==> config.mk <==
export PLATFORM = sky130hd
export DESIGN_NAME = tcs_addr_unit
export DESIGN_NICKNAME = d
export VERILOG_FILES = /design/src/rtl/tcs_pkg.sv /design/src/rtl/tcs_addr_unit.sv
export SDC_FILE = /design/constraint.sdc
export NUM_CORES = 1
export LEC_CHECK = 0
export BUFFER_PORTS_ARGS = -buffer_cell sky130_fd_sc_hd__buf_2
export CAP_MARGIN = 10
export CORE_UTILIZATION = 37
export DETAILED_ROUTE_END_ITERATION = 16
export GPL_TIMING_DRIVEN = 1
export PLACE_DENSITY_LB_ADDON = 0.05
export SYNTH_ARGS = -nofsm -noshare
export SYNTH_HDL_FRONTEND = slang
export SYNTH_SLANG_ARGS = --single-unit
==> constraint.sdc <==
create_clock -name vclk -period 7.6
set_input_delay 0.38 -clock vclk [all_inputs]
set_output_delay 0.38 -clock vclk [all_outputs]
set_load 0.01 [all_outputs]
==> src/rtl/tcs_pkg.sv <==
// Shared constants for the text terminal cursor and scroll block.
`timescale 1ns / 1ps

package tcs_pkg;

    localparam int COLUMNS_DEF = 80;
    localparam int ROWS_DEF    = 25;
    localparam int CELL_W      = 16;

    localparam logic [7:0] NEWLINE_CODE = 8'd10;
    localparam logic [7:0] SPACE_CODE   = 8'd32;
    localparam logic [7:0] RESET_COLOR  = 8'h07;

    localparam logic REQ_PUT  = 1'b0;
    localparam logic REQ_READ = 1'b1;

endpackage

==> src/rtl/tcs_addr_unit.sv <==
// Shared address unit: maps a logical row and column to a screen store address.
`timescale 1ns / 1ps

module tcs_addr_unit #(
    parameter int COLUMNS = tcs_pkg::COLUMNS_DEF,
    parameter int ROWS    = tcs_pkg::ROWS_DEF,
    parameter int RW      = $clog2(ROWS),
    parameter int CW      = $clog2(COLUMNS + 1),
    parameter int AW      = $clog2(ROWS * COLUMNS)
) (
    input  logic [RW-1:0] row_sel,
    input  logic [CW-1:0] col_sel,
    input  logic [RW-1:0] base,
    output logic [AW-1:0] addr
);

    logic [RW:0]   row_sum;
    logic [RW-1:0] phys_row;

    // The screen is a ring of rows; base is the physical row shown on top.
    always_comb
    begin
        row_sum = {1'b0, row_sel} + {1'b0, base};
        if (row_sum >= (RW + 1)'(ROWS))
        begin
            row_sum = row_sum - (RW + 1)'(ROWS);
        end
        phys_row = row_sum[RW-1:0];
        addr     = AW'(phys_row) * AW'(COLUMNS) + AW'(col_sel);
    end

endmodule

==> impl_metrics.yaml, run 1 <==
setup_path:
  startpoint_type: "primary input"
  worstPathArrival_ps: 4720
  crit_fanout: 3
  worstSetupStartpoint: "row_sel[0]"
  crit_path_end: "addr[10]"
  critPathCaptureType: "output port"
  crit_required_ps: 7220
  crit_type: "primary input to output port"
sta:
  timing.max_slew.rel_slack_pct: 61.1
  finalHoldViolCount: 0
  whs_ps: 760
  setup_violations: 0
  timing.final.crit_period_ps: 5100
  timing_worst_slew_pin_value_ps: 578
  final_min_period_over_clock_period_pct: 67.1
  grt_setup_unrepaired: "false"
  finalMaxSlewViolations: 0
  fin_ws_ps: 2500
  finalSetupTns_ps: 0
  clock.fmax_mhz: 196
cells_and_area:
  fill_cells: 174
  fin_nets: 132
  finished_layout_cell_area_um2: 761
  nClkBuffers: 0
  postLayoutCoreUtil_pct: 47.7
  area.growth.synth_to_final_pct: 15.2
  sequential_cell_area_um2: 0
  number_of_flip_flops_and_latches: 0
  num_antenna_cells: 0
  multi_input_comb_area_um2: 612
  layout-drive-gt1-share_pct: 24.5
  non_filler_instances: 118
cts:
  ctsResizeCount: 0
  postCtsSetupBuffers: 0
  hold_buffers: 0
drt:
  drc_errors: 2
  dr.first_iter.drc_count: 8
  post_drt_via_cell_ratio: 5.00
  routedWlPerCell_um: 9.72
  drt.antenna.violating_nets: 0
  routed_wirelength_um: 1150
  drt-pass1-iter-count: 11
  detailroute.via_count: 590
run_status:
  failed_checks: "design-rule violations"
  outcome: "complete, but fails checks"
synthesis:
  synth.cell_area_um2: 661
  postSynthNetCount: 114
  synth_xor_area_share_pct: 13.3
  synth_top_area_cell: "sky130_fd_sc_hd__ha_1"
  netlist_top_cells_area: "sky130_fd_sc_hd__ha_1, sky130_fd_sc_hd__xnor2_1, sky130_fd_sc_hd__fa_1"
  synthesis.instances: 78
  post-synth-top-area-fraction_pct: 30.3
  synth_simple_gate_area_share_pct: 12.3
  syn_area_per_cell_um2: 8.47
  synthDistinctLibCells: 30
  ys.warnings.count: 0
  dominant_combinational_cell_family_by_area_after_synthesis: "adder cells"
  synth-adder-area-share_pct: 39.4
  yosys-top-cells-count: "sky130_fd_sc_hd__ha_1, sky130_fd_sc_hd__xnor2_1, sky130_fd_sc_hd__a21oi_1, sky130_fd_sc_hd__inv_1"
  synth_sequential_area_ratio_pct: 0
  synth_compound_gate_area_share_pct: 23.9
  synth_most_common_cell: "sky130_fd_sc_hd__ha_1"
  synth.mux.area_fraction_pct: 3.79
die:
  core_region_area_mm2: 0.00159
  die_width_um: 44.3
  die-area_mm2: 0.00196
  start_util_pct: 41.4
  floorplan.die.height_um: 44.3
  num_io_pins: 28
  placement_rows: 14
global_route:
  grt_start_max_net_pins: 8
  grt_antenna_before_repair: 0
  track_usage_pct: 12.6
  first_pass_grt_wire_length_um: 2020
  grt_pass1_vias: 509
  globalRouteOverflowTotal: 0
placement:
  dpl_worst_slack_ps: 2510
  dp_hpwl_um: 1050
  place_congestion: 0.709
  placed_cells_incl_taps: 118
  buffer_ports.inserted: 20
  placement.cell_area_um2: 761
pwr:
  cellPowerDensity_mw_per_mm2: 319
  vdd_drop_max_uv: 198
  pwr_total_mw: 0.243
  power.leakage_nw: 0.392
worst_hold_path:
  timing.hold.worst.class: "primary input to output port"
flow_run:
  maxCapViolCount: 0
## placed cells by master, fill, tap and decap left out, types with 2 or more instances in the layout
master | synthesis | final
sky130_fd_sc_hd__o21ai_0 | 4 | 4
sky130_fd_sc_hd__buf_2 | 0 | 20
sky130_fd_sc_hd__xor2_1 | 2 | 2
sky130_fd_sc_hd__ha_1 | 16 | 16
sky130_fd_sc_hd__nor2b_1 | 3 | 3
sky130_fd_sc_hd__a21o_1 | 2 | 2
sky130_fd_sc_hd__fa_1 | 3 | 3
sky130_fd_sc_hd__xnor2_1 | 8 | 8
sky130_fd_sc_hd__a211o_1 | 3 | 3
sky130_fd_sc_hd__nand2_1 | 3 | 3
sky130_fd_sc_hd__inv_1 | 5 | 5
sky130_fd_sc_hd__nor2_1 | 2 | 2
sky130_fd_sc_hd__a21oi_1 | 6 | 6
## kinds of logic after synthesis
| family | Yosys count |
|---|---|
| multiplexers | 2 |
| adder cells (fa/ha/maj) | 19 |
| AO/OA/AOI/OAI | 23 |
| AND/OR/NAND/NOR | 15 |
| XOR/XNOR | 10 |
| buffers and inverters | 9 |
## how the worst min path moves through the flow
stage               slack, ps      end       start  depth (start not counted)
floorplan                 850  addr[0]  col_sel[0]                          1
global placement          760  addr[2]  col_sel[2]                          0
detailed placement        760  addr[2]  col_sel[2]                          0
CTS                       760  addr[2]  col_sel[2]                          0
global route              760  addr[0]  col_sel[0]                          0
finish                    760  addr[2]  col_sel[2]                          0
## where the power goes
group	leakage, nW	switching, mW	internal, mW	total (mW)
Combinational	0.392	0.126	0.117	0.243
Sequential	0	0	0	0
Clock	0	0	0	0
Total	0.392	0.126	0.117	0.243
## routing by layer
layer | part of all wire (%) | global-route usage, % | vias to the layer above
li1 | - | - | 318
met1 | 54 | 18.7 | 254
met2 | 40 | 20.6 | 14
met3 | 5.0 | 0 | 4
met4 | 0.87 | 2.42 | 0
met5 | 0 | 0 | -
## worst max-delay path, cell delays in order
cell                       delay (ps)
sky130_fd_sc_hd__buf_2            100
sky130_fd_sc_hd__ha_1             210
sky130_fd_sc_hd__fa_1             540
sky130_fd_sc_hd__inv_1             70
sky130_fd_sc_hd__ha_1             220
sky130_fd_sc_hd__o31a_1           290
sky130_fd_sc_hd__a41o_1           280
sky130_fd_sc_hd__nor2_2           130
sky130_fd_sc_hd__mux2_1           410
sky130_fd_sc_hd__ha_1             300
sky130_fd_sc_hd__ha_1             240
sky130_fd_sc_hd__fa_1             530
sky130_fd_sc_hd__nand2_1           80
sky130_fd_sc_hd__nor2b_1          180
sky130_fd_sc_hd__o21ai_0          110
sky130_fd_sc_hd__a221oi_1         340
sky130_fd_sc_hd__xnor2_1          160
sky130_fd_sc_hd__buf_2            150
## layout make-up
class / count / share of cell area [%]
well taps: 24 / 3.95
inverters: 5 / 2.47
multi-input cells: 69 / 80.4
repair buffers: 20 / 13.2
No activity file was read; power rests on OpenSTA's default activity.
==> inputs of run 2 (changes only) <==
- clock period: 7.6 -> 4.55 ns (I/O delays scaled with it)
==> run 2 against run 1 <==
Against the previous run: the flow now finishes without violations; critical path depth up 1; cell count up 13%; core utilization up 13 points; critical path type unchanged.
==> impl_metrics.yaml, run 2 (synthesized netlist as in run 1, its figures left out) <==
cells_and_area:
  non_filler_instances: 133
  layout-drive-gt1-share_pct: 48.6
  area.growth.synth_to_final_pct: 46.2
  most_common_library_cell_in_the_layout_ignoring_fill_and_taps: "sky130_fd_sc_hd__buf_2"
  mostFrequentLayoutCells: "sky130_fd_sc_hd__buf_2, sky130_fd_sc_hd__buf_4, sky130_fd_sc_hd__ha_1"
  number_of_flip_flops_and_latches: 0
  fin_nets: 147
  nClkBuffers: 0
  num_antenna_cells: 0
  finished_layout_cell_area_um2: 966
  sequential_cell_area_um2: 0
run_status:
  outcome: "finished, final reports clean"
cts:
  hold_buffers: 0
setup_path:
  critical-path-max-stage-delay_ps: 580
  crit_fanout: 3
  timing.critical_path.slowest_stage_cell: "sky130_fd_sc_hd__fa_1"
  startpoint_type: "primary input"
  worstSetupStartpoint: "row_sel[0]"
  crit_type: "primary input to output port"
  crit_required_ps: 4320
  crit_path_cell_trace: "buf_2 > ha_2 > fa_1 > inv_2 > ha_2 > o31a_1 > a41o_1 > buf_4 > o21ai_1 > xnor2_1 > ha_1 > ha_4 > fa_1 > nand2_2 > nor2b_4 > o21ai_2 > a221oi_2 > xnor2_1 > buf_2"
  critPathCaptureType: "output port"
  worstPathArrival_ps: 4190
pwr:
  seq_power_share_pct: 0
  p_switching_mw: 0.263
  pwr_total_mw: 0.577
  internal_power_mw: 0.314
  power.leakage_nw: 0.478
  pwr-share-comb_pct: 100.0
  cellPowerDensity_mw_per_mm2: 598
  power_switching_share_pct: 45.6
  power.share.clock_pct: 0
  vdd_drop_max_uv: 436
global_route:
  first_pass_grt_wire_length_um: 2260
  grt_antenna_before_repair: 0
  globalRouteOverflowTotal: 0
  track_usage_pct: 14.2
  grt_start_max_net_pins: 8
  grt_pass1_vias: 561
placement:
  placed_cells_incl_taps: 127
  buffer_ports.inserted: 20
  place_congestion: 0.687
  placement.cell_area_um2: 828
die:
  core_region_area_mm2: 0.00159
  num_io_pins: 28
  placement_rows: 14
  die_width_um: 44.3
  die-area_mm2: 0.00196
  floorplan.die.height_um: 44.3
  start_util_pct: 41.4
drt:
  drt.antenna.violating_nets: 0
  post_drt_via_cell_ratio: 4.93
  detailroute.via_count: 656
  drt-pass1-iter-count: 6
  dr.first_iter.drc_count: 5
  drc_errors: 0
  routedWlPerCell_um: 10.5
  routed_wirelength_um: 1390
worst_hold_path:
  worstHoldPathCells: 0
  timing.hold.worst.class: "primary input to output port"
  hold_end: "addr[2]"
  timing.hold.worst.start: "col_sel[2]"
sta:
  timing.max_slew.rel_slack_pct: 57.2
  finalHoldViolCount: 0
  timing.final.crit_period_ps: 4420
  final_min_period_over_clock_period_pct: 97.1
  timing_worst_slew_pin_value_ps: 636
  clock.fmax_mhz: 226
  setup_violations: 0
  finalMaxSlewViolations: 0
flow_run:
  maxCapViolCount: 0
run 2: changes by cell type in the layout (fill, tap and decap cells not counted), sizes merged:
| cell | before | now |
|---|---|---|
| buf | 20 | 35 |
run 2: worst max-delay path: cells and delay by family:
family / cells / cell delay [ps]
compound gates: 5 / 1070
xor+xnor: 2 / 270
fa+ha+maj: 6 / 1930
buf+inv: 4 / 460
simple gates: 2 / 230
run 2: final cells by class:
type	instances	area [um^2]
Timing Repair Buffer	35	213
Inverter	5	18.8
Multi-Input combinational cell	69	704
Fill cell	153	628
Tap cell	24	30.0
run 2: worst max path at each step:
stage          slack (ps)       end
2_1_floorplan         230  addr[10]
3_3_place_gp          -30  addr[10]
3_5_place_dp          -90  addr[10]
6_report              130  addr[10]
5_1_grt               -70  addr[10]
4_1_cts                30  addr[10]
run 2: timing repair:
item / in CTS / in global routing
pin swaps: 5 / 10
gates resized for setup: 5 / 16
buffers inserted: 3 / 3
endpoints found under the setup margin: 1 / 1
run 2: power groups by stage:
| stage | registers (mW) | logic (mW) | clock network [mW] |
|---|---|---|---|
| final | 0 | 0.577 | 0 |
| after global routing | 0 | 0.642 | 0 |
| after CTS | 0 | 0.475 | 0 |
| after detailed placement | 0 | 0.457 | 0 |
| after global placement | 0 | 0.454 | 0 |
| after floorplan | 0 | 0.309 | 0 |
run 2: metrics by stage:
step,hold slack (ps),utilization [%],TNS [ps],worst slack (ps)
6_report,455,60.6,0,133
5_1_grt,455,60.6,-74.7,-74.7
4_1_cts,455,54.1,0,27.1
3_5_place_dp,455,52.0,-94.5,-94.5
3_3_place_gp,455,52.0,-30.8,-30.8
2_1_floorplan,547,-,0,228
run 2: layer usage:
layer / global-route usage [%] / vias up / share of wire, %
met2: 23.2 / 13 / 48
met4: 2.42 / 0 / 0.72
met5: 0 / - / 0
met1: 21.3 / 292 / 48
met3: 0 / 4 / 3.2
li1: - / 347 / -
==> inputs of run 3 (changes only) <==
- ABC_AREA: not set -> 1
==> run 3 against run 2 <==
Against the previous run: setup slack better by 480 ps; core utilization decreased by 15 points; count of clock-buffer cells in the layout stayed put; hold slack is essentially flat; wire length down 17%; first-iteration DRC count grew 140%; non-clock buffer count down 15; synthesized cell count is 22% higher; maximum frequency rose by 12%; cell area shrank 19%; critical path depth unchanged; via count shrank 7.9%; critical endpoint unchanged; highest routed layer unchanged.
==> impl_metrics.yaml, run 3 <==
drt:
  dr.first_iter.drc_count: 12
  routed-wl-met3_um: 57
  top_layer_used: "met4"
  routedWlPerCell_um: 8.50
  routed_wirelength_um: 1160
  met2WireLength_um: 442
  drt-pass1-iter-count: 4
  drt.antenna.violating_nets: 0
  post_drt_via_cell_ratio: 4.44
  detailroute.via_count: 604
  drc_errors: 0
  detail_route.wirelength.met1_um: 652
sta:
  timing.max_slew.rel_slack_pct: 77.3
  finalMaxSlewViolations: 0
  grt_setup_unrepaired: "false"
  setup_violations: 0
  finalSetupTns_ps: 0
  timing.final.crit_period_ps: 3930
  timing_worst_slew_pin_value_ps: 338
  final_min_period_over_clock_period_pct: 86.5
  finalHoldViolCount: 0
  clock.fmax_mhz: 254
setup_path:
  worstPathArrival_ps: 3710
  critical-path-top-cell-by-count: "sky130_fd_sc_hd__ha_1"
  crit_path_cell_trace: "buf_2 > ha_1 > fa_1 > inv_1 > ha_1 > nand3b_1 > nand3_2 > nand2_4 > o21ai_1 > ha_1 > ha_1 > fa_1 > xor2_1 > nand3_1 > xnor2_1 > inv_1 > nand3_1 > nand2_1 > buf_2"
  startpoint_type: "primary input"
  crit_fanout: 6
  critPathCaptureType: "output port"
  crit_type: "primary input to output port"
  timing.critical_path.slowest_stage_cell: "sky130_fd_sc_hd__fa_1"
  critical-path-max-stage-delay_ps: 480
  crit_required_ps: 4320
cells_and_area:
  fin_nets: 149
  most_common_library_cell_in_the_layout_ignoring_fill_and_taps: "sky130_fd_sc_hd__nand2_1"
  area.growth.synth_to_final_pct: 14.8
  finished_layout_cell_area_um2: 785
  num_antenna_cells: 0
  nClkBuffers: 0
  mostFrequentLayoutCells: "sky130_fd_sc_hd__nand2_1, sky130_fd_sc_hd__buf_2, sky130_fd_sc_hd__ha_1"
  fill_cells: 194
  sequential_cell_area_um2: 0
  layout-drive-gt1-share_pct: 26.1
  number_of_flip_flops_and_latches: 0
pwr:
  pwr-share-comb_pct: 100.0
  p_switching_mw: 0.202
  power.leakage_nw: 0.446
  internal_power_mw: 0.159
  cellPowerDensity_mw_per_mm2: 460
  vdd_drop_max_uv: 250
  seq_power_share_pct: 0
  power.share.clock_pct: 0
  power_switching_share_pct: 56.0
synthesis:
  synth_most_common_cell: "sky130_fd_sc_hd__nand2_1"
  synth.cell_area_um2: 683
  netlist_top_cells_area: "sky130_fd_sc_hd__ha_1, sky130_fd_sc_hd__nand2_1, sky130_fd_sc_hd__xor2_1"
  ys.warnings.count: 0
  synthesis.instances: 95
  synth_sequential_area_ratio_pct: 0
  postSynthNetCount: 131
  synth_top_area_cell: "sky130_fd_sc_hd__ha_1"
  synthDistinctLibCells: 20
  post-synth-top-area-fraction_pct: 29.3
  yosys-top-cells-count: "sky130_fd_sc_hd__nand2_1, sky130_fd_sc_hd__ha_1, sky130_fd_sc_hd__inv_1, sky130_fd_sc_hd__nand3_1, sky130_fd_sc_hd__xor2_1"
  syn_area_per_cell_um2: 7.19
die:
  start_util_pct: 39.6
  placement_rows: 15
  die-area_mm2: 0.00202
  floorplan.die.height_um: 45.0
  core_region_area_mm2: 0.00173
  die_width_um: 45.0
  num_io_pins: 28
global_route:
  first_pass_grt_wire_length_um: 1880
  grt_start_max_net_pins: 7
  grt_antenna_before_repair: 0
  globalRouteOverflowTotal: 0
  grt_pass1_vias: 486
  track_usage_pct: 11.7
run_status:
  outcome: "finished, final reports clean"
cts:
  postCtsSetupBuffers: 0
  ctsResizeCount: 0
  hold_buffers: 0
worst_hold_path:
  hold_end: "addr[0]"
  timing.hold.worst.class: "primary input to output port"
  timing.hold.worst.start: "col_sel[0]"
  worstHoldPathCells: 0
flow_run:
  maxCapViolCount: 0
placement:
  placement.cell_area_um2: 785
  place_congestion: 0.749
  buffer_ports.inserted: 20
  dp_hpwl_um: 1030
[run 3: cell count changes after synthesis, moves of 4 or more]
cell / previous run / this run
sky130_fd_sc_hd__inv_1: 5 / 11
sky130_fd_sc_hd__xnor2_1: 8 / 3
sky130_fd_sc_hd__o21ai_0: 4 / 0
sky130_fd_sc_hd__nand3_1: 0 / 11
sky130_fd_sc_hd__xor2_1: 2 / 7
sky130_fd_sc_hd__nand2_1: 3 / 21
[run 3: routing by layer]
layer	vias to the layer above	track usage (%)
met5	-	0
met4	0	0.606
met2	16	19.1
met3	2	0
li1	342	-
met1	244	18.0
[run 3: layout make-up]
type	instances	area (um^2)	share of cell area (%)
tap	25	31.3	3.99
multi-input combinational	79	608	77.5
timing repair buffer	20	100	12.8
inverter	12	45.0	5.74
[run 3: kinds of logic after synthesis]
logic type	synth area share (%)
AO/OA/AOI/OAI	6.96
buffers and inverters	11.0
AND/OR/NAND/NOR	31.1
adder cells (fa/ha/maj)	38.1
XOR/XNOR	12.8
[run 3: worst max path at each step]
stage / from / endpoint / depth (start not counted)
2_1_floorplan: row_sel[0] / addr[10] / 17
3_5_place_dp: row_sel[0] / addr[10] / 19
3_3_place_gp: row_sel[0] / addr[10] / 19
4_1_cts: row_sel[0] / addr[10] / 19
6_report: row_sel[0] / addr[10] / 19
5_1_grt: row_sel[0] / addr[10] / 18
[run 3: power by group through the flow]
| stage | Combinational, mW | Clock [mW] | Sequential (mW) |
|---|---|---|---|
| 6_report | 0.361 | 0 | 0 |
| 4_1_cts | 0.366 | 0 | 0 |
| 2_1_floorplan | 0.270 | 0 | 0 |
| 3_3_place_gp | 0.367 | 0 | 0 |
| 5_1_grt | 0.411 | 0 | 0 |
| 3_5_place_dp | 0.362 | 0 | 0 |
[run 3: metrics by stage]
stage | utilization [%] | cells | hold WS (ps) | worst slack [ps] | power (mW)
2_1_floorplan | - | 95 | 547 | 1020 | 0.270
5_1_grt | 45.4 | 136 | 455 | 303 | 0.411
3_3_place_gp | 45.4 | 136 | 455 | 613 | 0.367
6_report | 45.4 | 136 | 455 | 616 | 0.361
4_1_cts | 45.4 | 136 | 455 | 574 | 0.366
3_5_place_dp | 45.4 | 136 | 455 | 563 | 0.362
[run 3: critical path, delay by kind of cell]
kind	cells	cell delay, ps
fa+ha+maj	6	1780
simple gates	6	600
xor+xnor	2	450
compound gates	1	280
buf+inv	4	360
